### config.mk
export PLATFORM = sky130hd
export DESIGN_NAME = i2c_master_bit_sequencer
export DESIGN_NICKNAME = d
export VERILOG_FILES = /design/src/i2cms_pkg.sv /design/src/i2c_master_bit_sequencer.sv /design/src/i2cms_fifo.sv /design/src/i2cms_front.sv /design/src/i2cms_engine.sv
export SDC_FILE = /design/constraint.sdc
export NUM_CORES = 1
export LEC_CHECK = 0
export ABC_CLOCK_PERIOD_IN_PS = 7100
export BUFFER_PORTS_ARGS = -buffer_cell sky130_fd_sc_hd__buf_2
export CELL_PAD_IN_SITES_DETAIL_PLACEMENT = 0
export CELL_PAD_IN_SITES_GLOBAL_PLACEMENT = 1
export CORE_MARGIN = 4
export CORE_UTILIZATION = 47
export CTS_CLUSTER_SIZE = 20
export DETAILED_ROUTE_END_ITERATION = 8
export HOLD_SLACK_MARGIN = 0.1
export PLACE_DENSITY = 0.86
export SLEW_MARGIN = 20
export SYNTH_ARGS = -nofsm -noshare
export SYNTH_HDL_FRONTEND = slang
export SYNTH_SLANG_ARGS = --single-unit
### constraint.sdc
create_clock -name clock -period 7.1 [get_ports clock]
set_input_delay 1.42 -clock clock [delete_from_list [all_inputs] [get_ports clock]]
set_output_delay 1.42 -clock clock [all_outputs]
set_load 0.02 [all_outputs]
### src/i2cms_pkg.sv
// shared types, opcodes and phase helpers of the i2c master bit sequencer
// no dependencies; imported by the top level, the front, the engine and the testbench
package i2cms_pkg;

   localparam int QueueDepthDefault = 2;
   localparam logic [15:0] HoldTicksReset = 16'd8;

   localparam logic [2:0] OP_START     = 3'd0;
   localparam logic [2:0] OP_STOP      = 3'd1;
   localparam logic [2:0] OP_SEND_BYTE = 3'd2;
   localparam logic [2:0] OP_RECV_BYTE = 3'd3;
   localparam logic [2:0] OP_SEND_ACK  = 3'd4;
   localparam logic [2:0] OP_RECV_ACK  = 3'd5;

   typedef struct packed {
      logic       start;
      logic [2:0] opcode;
      logic [7:0] tx_byte;
      logic       ack_to_send;
      logic       sda_sample;
   } tick_type;

   typedef struct packed {
      logic       scl_out;
      logic       sda_out;
      logic       sda_drive;
      logic       busy_res;
      logic       done_res;
      logic [7:0] rx_byte;
      logic       ack_in;
   } result_type;

   typedef struct packed {
      logic [2:0] quot;
      logic [1:0] rem;
   } div3_type;

   // bit slot and step within a three-phase bit slot
   function automatic div3_type div3(input logic [4:0] p);
      div3_type r;
      logic [4:0] base;
      r.quot = 3'd0;
      for (int k = 1; k < 8; k++) begin
         if (p >= 5'(3 * k)) begin
            r.quot = 3'(k);
         end
      end
      base = 5'({2'b00, r.quot}) * 5'd3;
      r.rem = 2'(p - base);
      return r;
   endfunction

   function automatic logic [5:0] phase_count(input logic [2:0] op);
      logic [5:0] n;
      unique case (op)
         OP_START:     n = 6'd4;
         OP_STOP:      n = 6'd3;
         OP_SEND_BYTE: n = 6'd24;
         OP_RECV_BYTE: n = 6'd25;
         OP_SEND_ACK:  n = 6'd3;
         default:      n = 6'd4;
      endcase
      return n;
   endfunction

endpackage

### src/i2c_master_bit_sequencer.sv
// I2C master bit sequencer. Every request is one bus-timer tick and yields
// exactly one response with the pin levels after that tick. Sustained rate is
// one tick per clock while the result queue has room; a tick is registered in
// the request queue, and the engine updates its state and queues the response
// at the edge that pops the tick. The engine takes a tick whenever one is
// queued and the result queue is not full. Both queues hold QUEUE_DEPTH
// entries. csr_ready is always high; the user must write hold_ticks only
// while no command is running, and the block itself does not enforce it.
// depends on i2cms_pkg, i2cms_front, i2cms_engine
module i2c_master_bit_sequencer #(
   parameter int QUEUE_DEPTH = i2cms_pkg::QueueDepthDefault
) (
   input  logic        clock,
   input  logic        reset,
   input  logic        req_push,
   output logic        req_full,
   input  logic        req_cmd_valid,
   input  logic [2:0]  req_opcode,
   input  logic [7:0]  req_tx_byte,
   input  logic        req_ack_to_send,
   input  logic        req_sda_sample,
   output logic        rsp_empty,
   input  logic        rsp_pop,
   output logic        rsp_scl_out,
   output logic        rsp_sda_out,
   output logic        rsp_sda_drive,
   output logic        rsp_busy_res,
   output logic        rsp_done_res,
   output logic [7:0]  rsp_rx_byte,
   output logic        rsp_ack_in,
   input  logic        csr_valid,
   output logic        csr_ready,
   input  logic [15:0] csr_hold_ticks
);
   import i2cms_pkg::*;

   tick_type   tick_data;
   logic       tick_valid, tick_pop;
   result_type rsp_data;

   i2cms_front #(
      .DEPTH (QUEUE_DEPTH)
   ) u_front (
      .clock       (clock),
      .reset       (reset),
      .push        (req_push),
      .full        (req_full),
      .cmd_valid   (req_cmd_valid),
      .opcode      (req_opcode),
      .tx_byte     (req_tx_byte),
      .ack_to_send (req_ack_to_send),
      .sda_sample  (req_sda_sample),
      .tick_valid  (tick_valid),
      .tick_pop    (tick_pop),
      .tick_data   (tick_data)
   );

   i2cms_engine #(
      .DEPTH (QUEUE_DEPTH)
   ) u_engine (
      .clock          (clock),
      .reset          (reset),
      .tick_valid     (tick_valid),
      .tick_pop       (tick_pop),
      .tick_data      (tick_data),
      .csr_valid      (csr_valid),
      .csr_ready      (csr_ready),
      .csr_hold_ticks (csr_hold_ticks),
      .rsp_pop        (rsp_pop),
      .rsp_empty      (rsp_empty),
      .rsp_data       (rsp_data)
   );

   assign rsp_scl_out   = rsp_data.scl_out;
   assign rsp_sda_out   = rsp_data.sda_out;
   assign rsp_sda_drive = rsp_data.sda_drive;
   assign rsp_busy_res  = rsp_data.busy_res;
   assign rsp_done_res  = rsp_data.done_res;
   assign rsp_rx_byte   = rsp_data.rx_byte;
   assign rsp_ack_in    = rsp_data.ack_in;

endmodule

### src/i2cms_fifo.sv
// small first-in first-out queue of register slots, any payload type
// depends on nothing; used by the front and the engine
module i2cms_fifo #(
   parameter int DEPTH = 2,
   parameter type item_type = logic
) (
   input  logic     clock,
   input  logic     reset,
   input  logic     push,
   output logic     full,
   input  item_type push_data,
   input  logic     pop,
   output logic     empty,
   output item_type pop_data
);
   localparam int PtrW = $clog2(DEPTH);
   localparam int CntW = $clog2(DEPTH + 1);
   localparam logic [PtrW-1:0] LastSlot = PtrW'(DEPTH - 1);
   localparam logic [CntW-1:0] FullCount = CntW'(DEPTH);

   item_type        slot_ff [DEPTH];
   logic [PtrW-1:0] wr_ptr_ff, wr_ptr_in;
   logic [PtrW-1:0] rd_ptr_ff, rd_ptr_in;
   logic [CntW-1:0] count_ff, count_in;
   logic            do_push, do_pop;

   assign full     = (count_ff == FullCount);
   assign empty    = (count_ff == '0);
   assign pop_data = slot_ff[rd_ptr_ff];
   assign do_push  = push && !full;
   assign do_pop   = pop && !empty;

   always_comb begin
      wr_ptr_in = wr_ptr_ff;
      rd_ptr_in = rd_ptr_ff;
      count_in  = count_ff;
      if (do_push) begin
         wr_ptr_in = (wr_ptr_ff == LastSlot) ? '0 : wr_ptr_ff + 1'b1;
      end
      if (do_pop) begin
         rd_ptr_in = (rd_ptr_ff == LastSlot) ? '0 : rd_ptr_ff + 1'b1;
      end
      if (do_push && !do_pop) begin
         count_in = count_ff + 1'b1;
      end else if (do_pop && !do_push) begin
         count_in = count_ff - 1'b1;
      end
   end

   always_ff @(posedge clock) begin
      if (reset) begin
         wr_ptr_ff <= '0;
         rd_ptr_ff <= '0;
         count_ff  <= '0;
      end else begin
         wr_ptr_ff <= wr_ptr_in;
         rd_ptr_ff <= rd_ptr_in;
         count_ff  <= count_in;
      end
   end

   always_ff @(posedge clock) begin
      if (do_push) begin
         slot_ff[wr_ptr_ff] <= push_data;
      end
   end

endmodule

### src/i2cms_front.sv
// request side: takes ticks, flags valid commands, queues them for the engine
// depends on i2cms_pkg and i2cms_fifo
module i2cms_front #(
   parameter int DEPTH = 2
) (
   input  logic                clock,
   input  logic                reset,
   input  logic                push,
   output logic                full,
   input  logic                cmd_valid,
   input  logic [2:0]          opcode,
   input  logic [7:0]          tx_byte,
   input  logic                ack_to_send,
   input  logic                sda_sample,
   output logic                tick_valid,
   input  logic                tick_pop,
   output i2cms_pkg::tick_type tick_data
);
   import i2cms_pkg::*;

   tick_type classified;
   logic     tick_empty;

   // opcodes above receive ack never start a command
   always_comb begin
      classified.start       = cmd_valid && (opcode <= OP_RECV_ACK);
      classified.opcode      = opcode;
      classified.tx_byte     = tx_byte;
      classified.ack_to_send = ack_to_send;
      classified.sda_sample  = sda_sample;
   end

   i2cms_fifo #(
      .DEPTH     (DEPTH),
      .item_type (tick_type)
   ) u_tick_queue (
      .clock     (clock),
      .reset     (reset),
      .push      (push),
      .full      (full),
      .push_data (classified),
      .pop       (tick_pop),
      .empty     (tick_empty),
      .pop_data  (tick_data)
   );

   assign tick_valid = !tick_empty;

endmodule

### src/i2cms_engine.sv
// bus engine: phase sequencing, hold timer, pin state, result queue
// depends on i2cms_pkg and i2cms_fifo
module i2cms_engine #(
   parameter int DEPTH = 2
) (
   input  logic                  clock,
   input  logic                  reset,
   input  logic                  tick_valid,
   output logic                  tick_pop,
   input  i2cms_pkg::tick_type   tick_data,
   input  logic                  csr_valid,
   output logic                  csr_ready,
   input  logic [15:0]           csr_hold_ticks,
   input  logic                  rsp_pop,
   output logic                  rsp_empty,
   output i2cms_pkg::result_type rsp_data
);
   import i2cms_pkg::*;

   logic [15:0] hold_ticks_ff;
   logic [4:0]  phase_ff, phase_in;
   logic [15:0] hold_cnt_ff, hold_cnt_in;
   logic [2:0]  cmd_ff, cmd_in;
   logic [7:0]  shift_ff, shift_in;
   logic        scl_ff, scl_in;
   logic        sda_ff, sda_in;
   logic        drive_ff, drive_in;
   logic        busy_ff, busy_in;
   logic        ack_ff, ack_in;

   logic        out_full, fire, active, done, run_phase;
   logic [15:0] hold_len;
   div3_type    slot_tx, slot_rx;
   result_type  result;

   assign csr_ready = 1'b1;
   assign fire      = tick_valid && !out_full;
   assign tick_pop  = fire;
   assign hold_len  = (hold_ticks_ff == '0) ? 16'd1 : hold_ticks_ff;

   always_comb begin
      phase_in    = phase_ff;
      hold_cnt_in = hold_cnt_ff;
      cmd_in      = cmd_ff;
      shift_in    = shift_ff;
      scl_in      = scl_ff;
      sda_in      = sda_ff;
      drive_in    = drive_ff;
      busy_in     = busy_ff;
      ack_in      = ack_ff;
      active      = 1'b0;
      run_phase   = 1'b0;

      if (busy_ff) begin
         active = 1'b1;
         if (hold_cnt_ff != '0) begin
            hold_cnt_in = hold_cnt_ff - 16'd1;
         end else begin
            phase_in    = phase_ff + 5'd1;
            run_phase   = 1'b1;
            hold_cnt_in = hold_len - 16'd1;
         end
      end else if (tick_data.start) begin
         active      = 1'b1;
         busy_in     = 1'b1;
         cmd_in      = tick_data.opcode;
         phase_in    = '0;
         run_phase   = 1'b1;
         hold_cnt_in = hold_len - 16'd1;
         if (tick_data.opcode == OP_SEND_BYTE) begin
            shift_in = tick_data.tx_byte;
         end else if (tick_data.opcode == OP_RECV_BYTE) begin
            shift_in = '0;
         end
      end

      slot_tx = div3(phase_in);
      slot_rx = div3(phase_in - 5'd1);

      if (run_phase) begin
         unique case (cmd_in)
            OP_START: begin
               if (phase_in == 5'd0) begin
                  drive_in = 1'b1;
                  sda_in   = 1'b1;
               end else if (phase_in == 5'd1) begin
                  scl_in = 1'b1;
               end else if (phase_in == 5'd2) begin
                  drive_in = 1'b1;
                  sda_in   = 1'b0;
               end else begin
                  scl_in = 1'b0;
               end
            end
            OP_STOP: begin
               if (phase_in == 5'd0) begin
                  drive_in = 1'b1;
                  sda_in   = 1'b0;
               end else if (phase_in == 5'd1) begin
                  scl_in = 1'b1;
               end else begin
                  drive_in = 1'b1;
                  sda_in   = 1'b1;
               end
            end
            OP_SEND_BYTE: begin
               if (slot_tx.rem == 2'd0) begin
                  drive_in = 1'b1;
                  sda_in   = shift_in[3'd7 - slot_tx.quot];
               end else if (slot_tx.rem == 2'd1) begin
                  scl_in = 1'b1;
               end else begin
                  scl_in = 1'b0;
               end
            end
            OP_RECV_BYTE: begin
               if (phase_in == 5'd0) begin
                  drive_in = 1'b1;
                  sda_in   = 1'b1;
               end else if (slot_rx.rem == 2'd0) begin
                  drive_in = 1'b0;
                  scl_in   = 1'b1;
               end else if (slot_rx.rem == 2'd1) begin
                  drive_in = 1'b0;
                  shift_in = {shift_in[6:0], tick_data.sda_sample};
               end else begin
                  scl_in = 1'b0;
               end
            end
            OP_SEND_ACK: begin
               if (phase_in == 5'd0) begin
                  drive_in = 1'b1;
                  sda_in   = tick_data.ack_to_send;
               end else if (phase_in == 5'd1) begin
                  scl_in = 1'b1;
               end else begin
                  scl_in = 1'b0;
               end
            end
            default: begin
               if (phase_in == 5'd0) begin
                  drive_in = 1'b1;
                  sda_in   = 1'b1;
               end else if (phase_in == 5'd1) begin
                  scl_in = 1'b1;
               end else if (phase_in == 5'd2) begin
                  drive_in = 1'b0;
                  ack_in   = tick_data.sda_sample;
               end else begin
                  scl_in = 1'b0;
               end
            end
         endcase
      end

      done = active && (hold_cnt_in == '0) &&
             (({1'b0, phase_in} + 6'd1) >= phase_count(cmd_in));
      if (done) begin
         busy_in = 1'b0;
      end

      result.scl_out   = scl_in;
      result.sda_out   = sda_in;
      result.sda_drive = drive_in;
      result.busy_res  = active;
      result.done_res  = done;
      result.rx_byte   = (done && cmd_in == OP_RECV_BYTE) ? shift_in : 8'd0;
      result.ack_in    = done && (cmd_in == OP_RECV_ACK) && ack_in;
   end

   always_ff @(posedge clock) begin
      if (reset) begin
         hold_ticks_ff <= HoldTicksReset;
         phase_ff      <= '0;
         hold_cnt_ff   <= '0;
         cmd_ff        <= '0;
         shift_ff      <= '0;
         scl_ff        <= 1'b1;
         sda_ff        <= 1'b1;
         drive_ff      <= 1'b1;
         busy_ff       <= 1'b0;
         ack_ff        <= 1'b0;
      end else begin
         if (csr_valid) begin
            hold_ticks_ff <= csr_hold_ticks;
         end
         if (fire) begin
            phase_ff    <= phase_in;
            hold_cnt_ff <= hold_cnt_in;
            cmd_ff      <= cmd_in;
            shift_ff    <= shift_in;
            scl_ff      <= scl_in;
            sda_ff      <= sda_in;
            drive_ff    <= drive_in;
            busy_ff     <= busy_in;
            ack_ff      <= ack_in;
         end
      end
   end

   i2cms_fifo #(
      .DEPTH     (DEPTH),
      .item_type (result_type)
   ) u_result_queue (
      .clock     (clock),
      .reset     (reset),
      .push      (fire),
      .full      (out_full),
      .push_data (result),
      .pop       (rsp_pop),
      .empty     (rsp_empty),
      .pop_data  (rsp_data)
   );

endmodule

==> results of run 1 <==
[routing by layer]
layer,vias up,GRT usage (%),routed length [um]
li1,2894,-,-
met1,2859,29.26,8428
met2,258,34.62,8718
met3,26,4.167,1229
met4,0,6.126,259
met5,-,0,0
[power groups by stage]
stage	registers [mW]	clock network (mW)	logic (mW)
after CTS	1.05	0.881	2.53
after global placement	1.05	0	2.49
after global routing	1.07	0.914	2.79
final	1.05	0.870	2.57
after detailed placement	1.06	0	2.51
after floorplan	1.00	0	2.03
[cell usage after synthesis (5+ instances only)]
| cell type | n |
|---|---|
| o21ai_0 | 18 |
| a211oi_1 | 19 |
| edfxtp_1 | 56 |
| mux2i_1 | 41 |
| or4_1 | 5 |
| mux2_2 | 18 |
| o311ai_1 | 7 |
| xnor2_1 | 25 |
| o22ai_1 | 17 |
| nand2b_1 | 12 |
| and2_1 | 5 |
| or3_1 | 12 |
| o21ai_1 | 6 |
| nand3_1 | 29 |
| xor2_1 | 15 |
| nand4_1 | 5 |
| nor2_1 | 97 |
| nand2_1 | 53 |
| clkbuf_1 | 37 |
| buf_2 | 5 |
| a21oi_1 | 38 |
| nor4_1 | 18 |
| nor3_1 | 13 |
| o31ai_1 | 7 |
| inv_1 | 16 |
| a31oi_1 | 5 |
| ha_1 | 19 |
| dfxtp_1 | 63 |
| a22oi_1 | 16 |
[logic make-up after synthesis]
group	after synthesis	share of synthesized area [%]
adders and majority gates	19	3.330
buffers and inverters	69	4.294
muxes	62	9.253
and+or+nand+nor	277	19.51
xor gates and xnor gates	41	5.135
AOI/OAI and AO/OA	174	17.21
other	1	0.05253
DFF	119	41.22
[worst max-delay path: cells and delay by family, from the launching register on]
family          cells  cell delay (ps)
compound gates      6             1660
simple gates        5             1590
fa+ha+maj           3             1210
buf+inv             4              840
mux                 1              390
flops               1              340
xor+xnor            1              240
[flip-flops by register name (all words and copies together) (netlist names), 2 cells and up, named ones only]
name	count
u_engine.u_result_queue.count_ff	2
u_engine.phase_ff	5
u_front.u_tick_queue.count_ff	2
u_front.u_tick_queue.slot_ff	28
u_engine.cmd_ff	3
u_engine.shift_ff	8
u_engine.hold_cnt_ff	16
u_engine.hold_ticks_ff	16
u_engine.u_result_queue.slot_ff	28
[cells in the final DEF, fill, tap and decap left out, types with 16 or more instances in the layout]
cell type / count
nor2_1: 95
dfxtp_1: 63
edfxtp_1: 56
nand2_1: 53
buf_2: 50
mux2i_1: 41
a21oi_1: 38
nand3_1: 29
xnor2_1: 25
a211oi_1: 19
ha_1: 19
o21ai_0: 18
mux2_2: 18
nor4_1: 18
clkbuf_16: 18
inv_1: 16
o22ai_1: 16
a22oi_1: 16
[cell type report]
type / instances / area (um^2) / area share, %
clock inverters: 8 / 121.4 / 1.505
well taps: 184 / 230.2 / 2.855
clock buffers: 24 / 473.0 / 5.866
multi-input cells: 574 / 3910 / 48.49
inverters: 20 / 75.07 / 0.9311
repair buffers: 58 / 310.3 / 3.849
flip-flops and latches: 119 / 2943 / 36.50
[stage by stage]
step / instances / power [mW]
after floorplan: 762 / 3.029
after global placement: 955 / 3.540
after detailed placement: 955 / 3.574
after CTS: 987 / 4.461
after global routing: 987 / 4.776
final: 987 / 4.493
[worst max-delay path by stage]
stage          slack [ps]                                    end  depth (start not counted)
2_1_floorplan        1660  u_engine.u_result_queue.slot_ff[0][1]                         25
3_3_place_gp          830  u_engine.u_result_queue.slot_ff[0][1]                         20
3_5_place_dp          530  u_engine.u_result_queue.slot_ff[0][6]                         20
4_1_cts               460  u_engine.u_result_queue.slot_ff[0][2]                         20
5_1_grt               110  u_engine.u_result_queue.slot_ff[1][4]                         20
6_report              580  u_engine.u_result_queue.slot_ff[0][2]                         20
==> parameters.txt, run 1 <==
Parameter                              Value

Setup path
  Critical path cell sequence ... inv_1 > ha_1 > or3b_1 > nor4_4 > a21oi_2 > buf_4 > a21boi_1 > ha_1 > inv_1 > xnor2_1 > a21oi_1 > a222oi_1 > a22o_2 > nand2_1 > ha_1 > nor4_1 > nand2_1 > mux2i_4 > inv_2 > a211oi_1
  Crit path top cell by count ... ha_1
  Critical Path Slowest Stage Cell ... ha_1
  Critical path arrival ... 6720 ps
  Source of the worst register-to-register timing path ... u_engine.hold_cnt_ff[0]
  Slack of the worst reg-to-reg path ... 580 ps
  Reg-to-reg critical path endpoint ... u_engine.u_result_queue.slot_ff[0][2]
  Worst Path Class, Setup ... reg2reg
  Crit path max fanout ... 15
  Reg2Reg Depth ... 20
  Worst path max stage delay ... 590 ps
  Required time of the critical path ... 7300 ps
  Nature of the critical path startpoint ... register
  Beginning of the critical path ... u_engine.hold_cnt_ff[0]
  Critical Path Sink Type ... register

Layout
  Layout Nets ... 844
  Finished Core Util ... 54.85%
  Antenna diode count ... 0
  Post-route design area ... 8063 um^2
  Share of post-route cells with drive strength above 1 ... 16.69%
  Area Growth Syn to Fin ... 12.93%
  Final-layout fill cell count ... 1,274

Yosys
  Number of synthesis warnings ... 0
  Post-synth top flop ... dfxtp_1
  Share of flip-flops with an asynchronous set or reset after synthesis ... 0%
  Area fraction of the dominant cell type after synthesis ... 23.55%
  Number of enable-type register cells in the synthesized netlist ... 56
  Cell type contributing the most total cell area after synthesis ... edfxtp_1
  Number of cells produced by synthesis ... 762
  Syn avg cell area ... 9.369 um^2
  Seq/Total Area, Yosys ... 41.22%
  Cells taking the most area after synthesis ... edfxtp_1, dfxtp_1, mux2i_1, nor2_1, ha_1
  Flip-flop and latch count after synthesis ... 119
  Count of unique library cells instantiated by Yosys ... 79
  Net count after synthesis ... 816
  Synth Cell Area ... 7139 um^2

CTS
  Cts-stage hold buffer count ... 0
  Clock-pin slew on the worst setup and hold paths ... 50 ps
  TritonCTS clock tree ... built
  Setup bufs post-CTS ... 0
  CTS resizes ... 0
  Clock Root Buffer ... clkbuf_16
  Number of buffers inserted during clock tree synthesis ... 17
  Clock buffer depth ... 2
  H-tree levels ... 4
  Clk Latency, worst-skew pair ... 420 ps
  CTS sink count ... 119

Timing
  Skew final ... 8.666 ps
  Normalized max-slew margin ... 23.15%
  Number of max-slew violations in the final report ... 0
  Number of hold violations in the final report ... 0
  TNS Setup ... 0 ps
  Final worst setup slack ... 583.2 ps
  Slew at the pin with the worst max-slew slack ... 1145 ps
  Final setup violation count ... 0
  Post-layout min period ... 6517 ps
  Max frequency ... 153.4 MHz
  Unrepaired setup endpoints after global routing ... false
  Part of the cycle the worst path needs ... 91.79%
  Post-route worst hold slack ... 467.2 ps

Floorplanning
  Core region area ... 14,700 um^2
  Die Width ... 131.3 um
  Number of rows created at floorplan ... 44
  Total Die Area ... 17,230 um^2
  Boundary Pins ... 52
  Die H ... 131.3 um
  Starting density of the core ... 48.57%

Detailed routing
  Vias per cell ... 6.117
  Remaining number of nets flagged by the antenna check after routing ... 0
  Total wirelength of the detailed-routed design ... 18,640 um
  DR WL/cell ... 18.88 um
  Initial drt markers ... 740
  Vias after detailed routing ... 6,037
  Number of remaining DRC errors ... 0
  Iteration count of the initial detailed-routing pass ... 7

GRT
  Global-route wire length before repair ... 29,950 um
  Initial antenna violation count ... 0
  Vias in the first global route ... 5,733
  Global-route congestion overflow total ... 0
  Largest net degree at the start of global routing ... 54
  Combined global-route utilization of all metal layers ... 21.34%

Placement
  Area post-placement ... 7455 um^2
  Worst setup timing slack at the placement stage ... 528.9 ps
  IO buf count ... 50
  GPL Wtd Cong ... 0.9173
  HPWL after detailed placement ... 13,050 um

Pwr
  Sequential share of power ... 23.4%
  Cell Int Power ... 2.435 mW
  Combinational group share of total power ... 57.2%
  Clock network power share ... 19.4%
  NetSw ... 2.058 mW
  Sw frac ... 45.81%
  Power density relative to cell area ... 557.3 nW/um^2
  Leakage ... 2.996 nW
  Peak supply drop ... 348.3 uV

Worst hold path
  Number of cells on the worst hold path ... 2
  Startpoint of the lowest-slack hold path ... u_engine.cmd_ff[2]
  Hold endpoint ... u_engine.cmd_ff[2]
  Worst hold path class ... reg2reg

Status
  Status ... finished, final reports clean

Job
  Max-Cap Viols ... 0
Note: power is estimated with default switching activity, not from simulation.
==> inputs of run 2 (changes only) <==
CORE_UTILIZATION = 45   (was 47)
PLACE_DENSITY = unset   (was 0.86)
PLACE_DENSITY_LB_ADDON = 0.1   (was unset)
==> run 2 against run 1 <==
Compared with the run above: critical path depth is 2 higher; worst setup slack worse by 31 ps; routed wire length is 1.8% higher; count of clock-buffer cells in the layout is 7 lower; power is 0.26% higher.
==> parameters.txt, run 2 (synthesis gave the netlist of run 1 again) <==
Parameter                              Value

Status
  Status ... finished, final reports clean

Pwr
  Clock network power share ... 19.3% (about the same)
  NetSw ... 2.114 mW (+2.7%)
  Peak supply drop ... 306.7 uV (-12%)
  Sequential share of power ... 23.3% (about the same)
  Sw frac ... 46.93% (+1.1 points)
  Power density relative to cell area ... 556.1 nW/um^2 (-0.20%)
  Leakage ... 2.999 nW (about the same)
  Cell Int Power ... 2.391 mW (-1.8%)
  Combinational group share of total power ... 57.3% (about the same)

Detailed routing
  Initial drt markers ... 675 (-8.8%)
  Vias after detailed routing ... 6,009 (-0.46%)
  Iteration count of the initial detailed-routing pass ... 5 (-2)
  Number of remaining DRC errors ... 0 (unchanged)
  DR WL/cell ... 18.68 um (-1.0%)
  Remaining number of nets flagged by the antenna check after routing ... 0 (unchanged)
  Total wirelength of the detailed-routed design ... 18,960 um (+1.8%)
  Vias per cell ... 5.920 (-3.2%)

Worst hold path
  Startpoint of the lowest-slack hold path ... u_engine.cmd_ff[2]
  Worst hold path class ... reg2reg

Placement
  HPWL after detailed placement ... 13,540 um (+3.8%)
  GPL Wtd Cong ... 0.8961 (-2.3%)
  IO buf count ... 50 (unchanged)
  Worst setup timing slack at the placement stage ... 433.9 ps (-95.01 ps)
  Number of cells after detailed placement ... 983 (+2.9%)

Layout
  Biggest regs ... u_engine.u_result_queue.slot_ff: 28 flops, u_front.u_tick_queue.slot_ff: 28 flops
  Most common cell after layout, fill and taps aside ... nor2_1
  Layout Nets ... 845 (+0.12%)
  Area Growth Syn to Fin ... 13.46%
  Fin cells ... 1,015 (+2.8%)
  Area taken by multi-input logic gates ... 3913 um^2 (about the same)
  Reg area ... 2943 um^2 (unchanged)
  Final-layout fill cell count ... 1,400 (+9.9%)
  Commonest non-fill, non-tap cells in the layout ... nor2_1, dfxtp_1, edfxtp_1
  Antenna diode count ... 0 (unchanged)
  Share of post-route cells with drive strength above 1 ... 17.79% (+1.1 points)

Setup path
  Critical Path Sink Type ... register
  Critical path arrival ... 6750 ps (+30 ps)
  Source of the worst register-to-register timing path ... u_engine.hold_cnt_ff[0]
  Worst Path Class, Setup ... reg2reg
  Nature of the critical path startpoint ... register
  Beginning of the critical path ... u_engine.hold_cnt_ff[0]
  Required time of the critical path ... 7300 ps (about the same)
  Crit path max fanout ... 13 (-2)

Timing
  Unrepaired setup endpoints after global routing ... false
  Final setup violation count ... 0 (unchanged)
  Post-layout min period ... 6548 ps (+30.84 ps)
  Number of hold violations in the final report ... 0 (unchanged)
  TNS Setup ... 0 ps (unchanged)
  Max frequency ... 152.7 MHz (-0.47%)
  Final worst setup slack ... 552.4 ps (-30.84 ps)
  Normalized max-slew margin ... 24.60% (+1.4 points)
  Slew at the pin with the worst max-slew slack ... 1124 ps (-21.56 ps)
  Number of max-slew violations in the final report ... 0 (unchanged)
  Skew final ... 11.34 ps (+2.678 ps)
  Part of the cycle the worst path needs ... 92.22% (+0.43 points)

CTS
  TritonCTS clock tree ... built
  Clock buffer depth ... 2 (unchanged)
  CTS sink count ... 119 (unchanged)
  Setup bufs post-CTS ... 0 (unchanged)
  Clock-pin slew on the worst setup and hold paths ... 60 ps (about the same)
  Clk Latency, worst-skew pair ... 420 ps (about the same)
  Clock Root Buffer ... clkbuf_16
  H-tree levels ... 4 (unchanged)
  Number of buffers inserted during clock tree synthesis ... 17 (unchanged)

Floorplanning
  Total Die Area ... 17,940 um^2 (+4.2%)
  Boundary Pins ... 52 (unchanged)
  Die H ... 134.0 um (+2.1%)
  Die Width ... 134.0 um (+2.1%)
  Starting density of the core ... 46.45% (-2.1 points)
  Core region area ... 15,370 um^2 (+4.6%)
  Number of rows created at floorplan ... 45 (+2.3%)

Job
  Max-Cap Viols ... 0 (unchanged)

GRT
  Largest net degree at the start of global routing ... 53 (-1.9%)
  Global-route congestion overflow total ... 0 (unchanged)
  Initial antenna violation count ... 0 (unchanged)
  Vias in the first global route ... 5,700 (-0.58%)
  Combined global-route utilization of all metal layers ... 21.42% (+0.086 points)
  Global-route wire length before repair ... 30,500 um (+1.9%)
run 2: cell types whose count changed in the layout (fill, tap and decap cells not counted), sizes merged:
cell,delta
clkbuf,-7
inv,+7
clkinvlp,+2
buf,+1
bufinv,-1
clkinv,-1
run 2: critical path, cell delays in order (launching register included):
cell,delay [ps]
dfxtp_1,340
inv_1,100
ha_1,180
or3b_1,470
nor4_4,530
a21oi_2,120
buf_4,200
a21boi_1,510
inv_2,160
ha_1,480
nor2_1,140
a21boi_0,160
a21oi_1,160
o22ai_1,90
a222oi_1,290
a22o_2,240
nand2_1,70
ha_1,420
nor4_1,470
nand2_1,170
mux2i_4,380
inv_2,200
a211oi_1,410
run 2: final cells by class:
class,instances,share of cell area (%)
Sequential cell,119,36.33
Clock buffer,17,5.252
Tap cell,211,3.259
Multi-Input combinational cell,574,48.30
Clock inverter,15,2.008
Inverter,20,0.9268
Timing Repair Buffer,59,3.923
run 2: power groups by stage:
| stage | Combinational, mW | Sequential [mW] | Clock, mW |
|---|---|---|---|
| CTS | 2.56 | 1.05 | 0.882 |
| detailed placement | 2.54 | 1.06 | 0 |
| floorplan | 2.03 | 1.00 | 0 |
| global placement | 2.52 | 1.05 | 0 |
| finish | 2.58 | 1.05 | 0.871 |
| global route | 2.84 | 1.07 | 0.914 |
run 2: through the flow:
| stage | power (mW) | util (%) | cell area (um^2) | hold WS (ps) |
|---|---|---|---|---|
| floorplan | 3.029 | - | 7139 | 436.7 |
| global placement | 3.576 | 48.77 | 7496 | 443.5 |
| detailed placement | 3.607 | 48.80 | 7501 | 449.2 |
| CTS | 4.488 | 52.63 | 8089 | 458.4 |
| global route | 4.824 | 52.70 | 8100 | 500.8 |
| finish | 4.505 | 52.70 | 8100 | 460.9 |
run 2: worst paths after layout:
path / endpoint / cells after the start / slack [ps]
worst max-delay path: u_engine.u_result_queue.slot_ff[0][6] / 22 / 550
worst min-delay path: u_engine.cmd_ff[2] / 2 / 460
worst max register to register: u_engine.u_result_queue.slot_ff[0][6] / 22 / 550
worst min register to register: u_engine.cmd_ff[2] / 2 / 460
run 2: repair_timing:
action	CTS	global route
hold buffers	0	0
endpoints found under the setup margin	0	14
gates resized for setup	0	2
run 2: per-layer routing:
metal  part of all wire [%]  GRT usage [%]  vias up
li1                       -              -     2896
met1                     46          29.66     2866
met2                     47          33.91      218
met3                    5.9          4.839       29
met4                    1.7          5.829        0
met5                      0              0        -
